===== config.mk =====
export PLATFORM = sky130hd
export DESIGN_NAME = pal_mem
export DESIGN_NICKNAME = d
export VERILOG_FILES = /design/src/rtl/pal_mem.sv
export SDC_FILE = /design/constraint.sdc
export NUM_CORES = 2
export LEC_CHECK = 0
export ABC_CLOCK_PERIOD_IN_PS = 3300
export BUFFER_PORTS_ARGS = -buffer_cell sky130_fd_sc_hd__buf_2
export CELL_PAD_IN_SITES_DETAIL_PLACEMENT = 1
export CELL_PAD_IN_SITES_GLOBAL_PLACEMENT = 2
export CORE_MARGIN = 4
export CORE_UTILIZATION = 46
export CTS_CLUSTER_SIZE = 14
export DETAILED_ROUTE_END_ITERATION = 6
export PLACE_DENSITY = 0.84
export RECOVER_POWER = 50
export SLEW_MARGIN = 20
export SYNTH_ARGS = -nofsm -noshare
export SYNTH_HDL_FRONTEND = slang
export SYNTH_SLANG_ARGS = --single-unit

===== constraint.sdc =====
create_clock -name clk -period 3.3 [get_ports clk]
set_input_delay 0 -clock clk [delete_from_list [all_inputs] [get_ports clk]]
set_output_delay 0 -clock clk [all_outputs]
set_load 0.005 [all_outputs]

===== src/rtl/pal_mem.sv =====
// ----------------------------------------------------------------------------
// pal_mem
// Simple dual-port list storage: one write port, one read port with
// registered read data.
// ----------------------------------------------------------------------------
module pal_mem #(
	parameter int DEPTH = 64,
	parameter int WIDTH = 32,
	localparam int AW   = $clog2(DEPTH)
) (
	input  logic             clk,
	input  logic             we,
	input  logic [AW-1:0]    waddr,
	input  logic [WIDTH-1:0] wdata,
	input  logic             re,
	input  logic [AW-1:0]    raddr,
	output logic [WIDTH-1:0] rdata
);

	logic [WIDTH-1:0] mem [DEPTH];
	logic [WIDTH-1:0] rdata_q;

	always_ff @(posedge clk) begin
		if (we) begin
			mem[waddr] <= wdata;
		end
	end

	always_ff @(posedge clk) begin
		if (re) begin
			rdata_q <= mem[raddr];
		end
	end

	assign rdata = rdata_q;

endmodule


==> flow_summary.toml <==
[clocking]
clk_path_buf_depth = 3
cts_max_level = 4
clock_latency_ps = 860
postCtsSetupBuffers = 0
cts_tree = "yes"
cts_sinks = 2080
cts_resized = 0
cts-buffers-inserted = 195
cts-root-buf = "clkbuf_16"
clk_pin_slew_worst_paths_ps = 60
hold_buffers = 36

[setup_path]
r2r_end = "rdata[11]"
slowest_delay_ps = 1650
critPathSlowestCell = "clkbuf_1"
crit_required_ps = 3740
crit_path_cell_trace = "dlygate4sd3_1 > clkbuf_1 > clkbuf_1"
r2r_start = "mem[19][11]"
reg2reg_depth = 4
worst_path_most_repeated_cell = "clkbuf_1"
cp-end-kind = "flop"
start_kind = "primary input"
crit_path_start = "wdata[3]"
cp_max_fo = 44
crit_family = "buffers and inverters"
r2r_slack_ps = 580
critPathKind = "in2reg"
critPathArrivalTime_ps = 3320
critPathBufInv = 3

[yosys]
synth-seq-cells = 2080
syn_area_sq_mm = 0.07884
ys.flop_type = "edfxtp_1"
syn_avg_cell_area_sq_um = 23.72
yosys.cell_types.count = 33
synth_area_leaders = "edfxtp_1, mux4_2, mux2i_1"
synthesis.nets = 3371
ys_seq_area_frac = 0.7923
yosysTopAreaCellShare = 0.7923
synth-async-reset-ratio = 0
synth-edff-count = 2080
yosysWarnings = 0
netlist.top_cell.by_area = "edfxtp_1"
synth_cells = 3324

[run_status]
status = "complete, but fails checks"
violations = "capacitance limit, slew limit"

[layout]
final_cell_mix = "edfxtp_1, mux4_2, clkbuf_16, buf_4, clkbuf_1"
area_growth_syn_to_layout_pct = 14.76
nNetsFinal = 3746
multi_input_area_sq_mm = 0.01594
n_fill_cell = 14381
seqCellArea_sq_mm = 0.06246
design_area_sq_mm = 0.09048
final_common_cell = "edfxtp_1"
drive_gt1_frac = 0.2934

[global_route]
gr-usage-all-layers = 0.2526
first_global_vias = 41275
grt_pass1_wl_microns = 317800
antenna_found_initial = 17
overflow = 0
grt_max_degree = 65

[timing]
holdWs_ps = 101.5
hold_viol = 0
grt_setup_unrepaired = "no"
relSlewSlack = -1.259
finalMaxSlewViolations = 1541
timing.fmax_mhz = 347.5
setup_viol = 0
finClkSkew_ps = 40.09
fin_crit_ps = 2877
tightestPinTransition_ps = 3388
period_share = 0.8719
tns_ps = 0

[run]
cap_violations = 32

[detailed_routing]
drt_pass1_iterations = 5
met1_length_microns = 81230
drc = 0
wl_met2_microns = 109200
wl_per_cell_microns = 36.67
vias = 39103
drt_iter0_drc = 6084
drt-total-wl_microns = 223300
highest_layer = "met5"
ant_nets = 0
met3WireLength_microns = 25150
via_per_inst = 6.420

[die]
io_pins = 79
die_y_microns = 422.0
start_util = 0.4642
num_rows = 151
dieArea_sq_mm = 0.1781
die_x_microns = 422.0
core_area_sq_mm = 0.1698

[power_and_ir_drop]
vdd_drop_max_mv = 0.6096
cellLeakagePower_nw = 28.13
power_density_mw_per_mm2 = 606.0

[worst_hold_path]
min_from = "raddr[2]"
hold_depth = 4
hold_path_class = "in2reg"
hold_path_end = "rdata[7]"

[placement]
portBuffers = 78
placed_area_sq_mm = 0.08391
hpwl_microns = 128800
place_congestion = 0.8099
-- area by class of cell --
cell class / instances / share of cell area
multi-input cells: 1062 / 0.1762
diodes: 11 / 0.0003042
clock buffers: 239 / 0.05599
repair buffers: 360 / 0.03269
well taps: 2218 / 0.03067
clock inverters: 121 / 0.01383
flip-flops and latches: 2080 / 0.6904
-- cells by family (layout without fill, tap and decap cells) --
logic type      after synthesis  in the layout  share of synthesized area
compound gates              202            202                    0.01666
buf+inv                     182            720                    0.01124
flops                      2080           2080                     0.7923
mux                         637            637                     0.1672
other cells                   0             11                          0
simple gates                223            223                    0.01260
-- sequential cells by signal, summed over array words and instances, names as in the netlist --
name and cells:
mem 2048, rdata 32
-- power by group --
part / internal [mW] / total, mW / switching, mW / leakage, nW
clock network: 12.6 / 22.4 / 9.81 / 3.06
logic: 1.08 / 2.97 / 1.89 / 6.33
registers: 29.3 / 29.4 / 0.0973 / 18.7
-- per-stage QoR --
stage / utilization / total power, mW / std cells / worst slack (ps)
4_1_cts: 0.5334 / 55.06 / 6076 / 492.3
5_1_grt: 0.5326 / 56.45 / 6085 / 325.6
3_3_place_gp: 0.4940 / 32.77 / 5680 / -99.28
6_report: 0.5327 / 54.82 / 6091 / 422.6
2_1_floorplan: - / 31.34 / 3324 / 140.2
3_5_place_dp: 0.4941 / 32.89 / 5680 / -104.3
-- Yosys cell counts (5+ instances only) --
master and n:
nor2_1 137, nand2b_1 8, o22ai_1 84, a311oi_1 8, a22oi_1 12, mux2i_1 93
a21oi_1 62, mux4_2 544, clkbuf_1 74, buf_2 57, buf_4 25, nand3_1 5
buf_6 5, nor2b_1 15, buf_1 21, edfxtp_1 2080, o221ai_1 27, nor3_1 7
nand3b_1 5, nand2_1 26
-- worst max-delay path by stage --
stage	end	slack (ps)	depth (start not counted)
3_5_place_dp	rdata[11]	-100	7
4_1_cts	rdata[11]	490	4
6_report	mem[21][3]	420	3
5_1_grt	mem[12][6]	330	3
3_3_place_gp	rdata[11]	-100	7
2_1_floorplan	mem[48][0]	140	4
-- tightest hold or removal path, delay by kind of cell --
family                 cells  cell delay (ps)
buffers and inverters      1              200
AO/OA/AOI/OAI              1               90
AND/OR/NAND/NOR            1              100
multiplexers               1              410
-- routing by layer --
layer  GRT usage  vias to the layer above
met5           0                        -
met1      0.3502                    20826
met3     0.05050                      396
li1            -                    15057
met4     0.08328                        4
met2      0.4074                     2820
No activity file was read; power rests on OpenSTA's default activity.
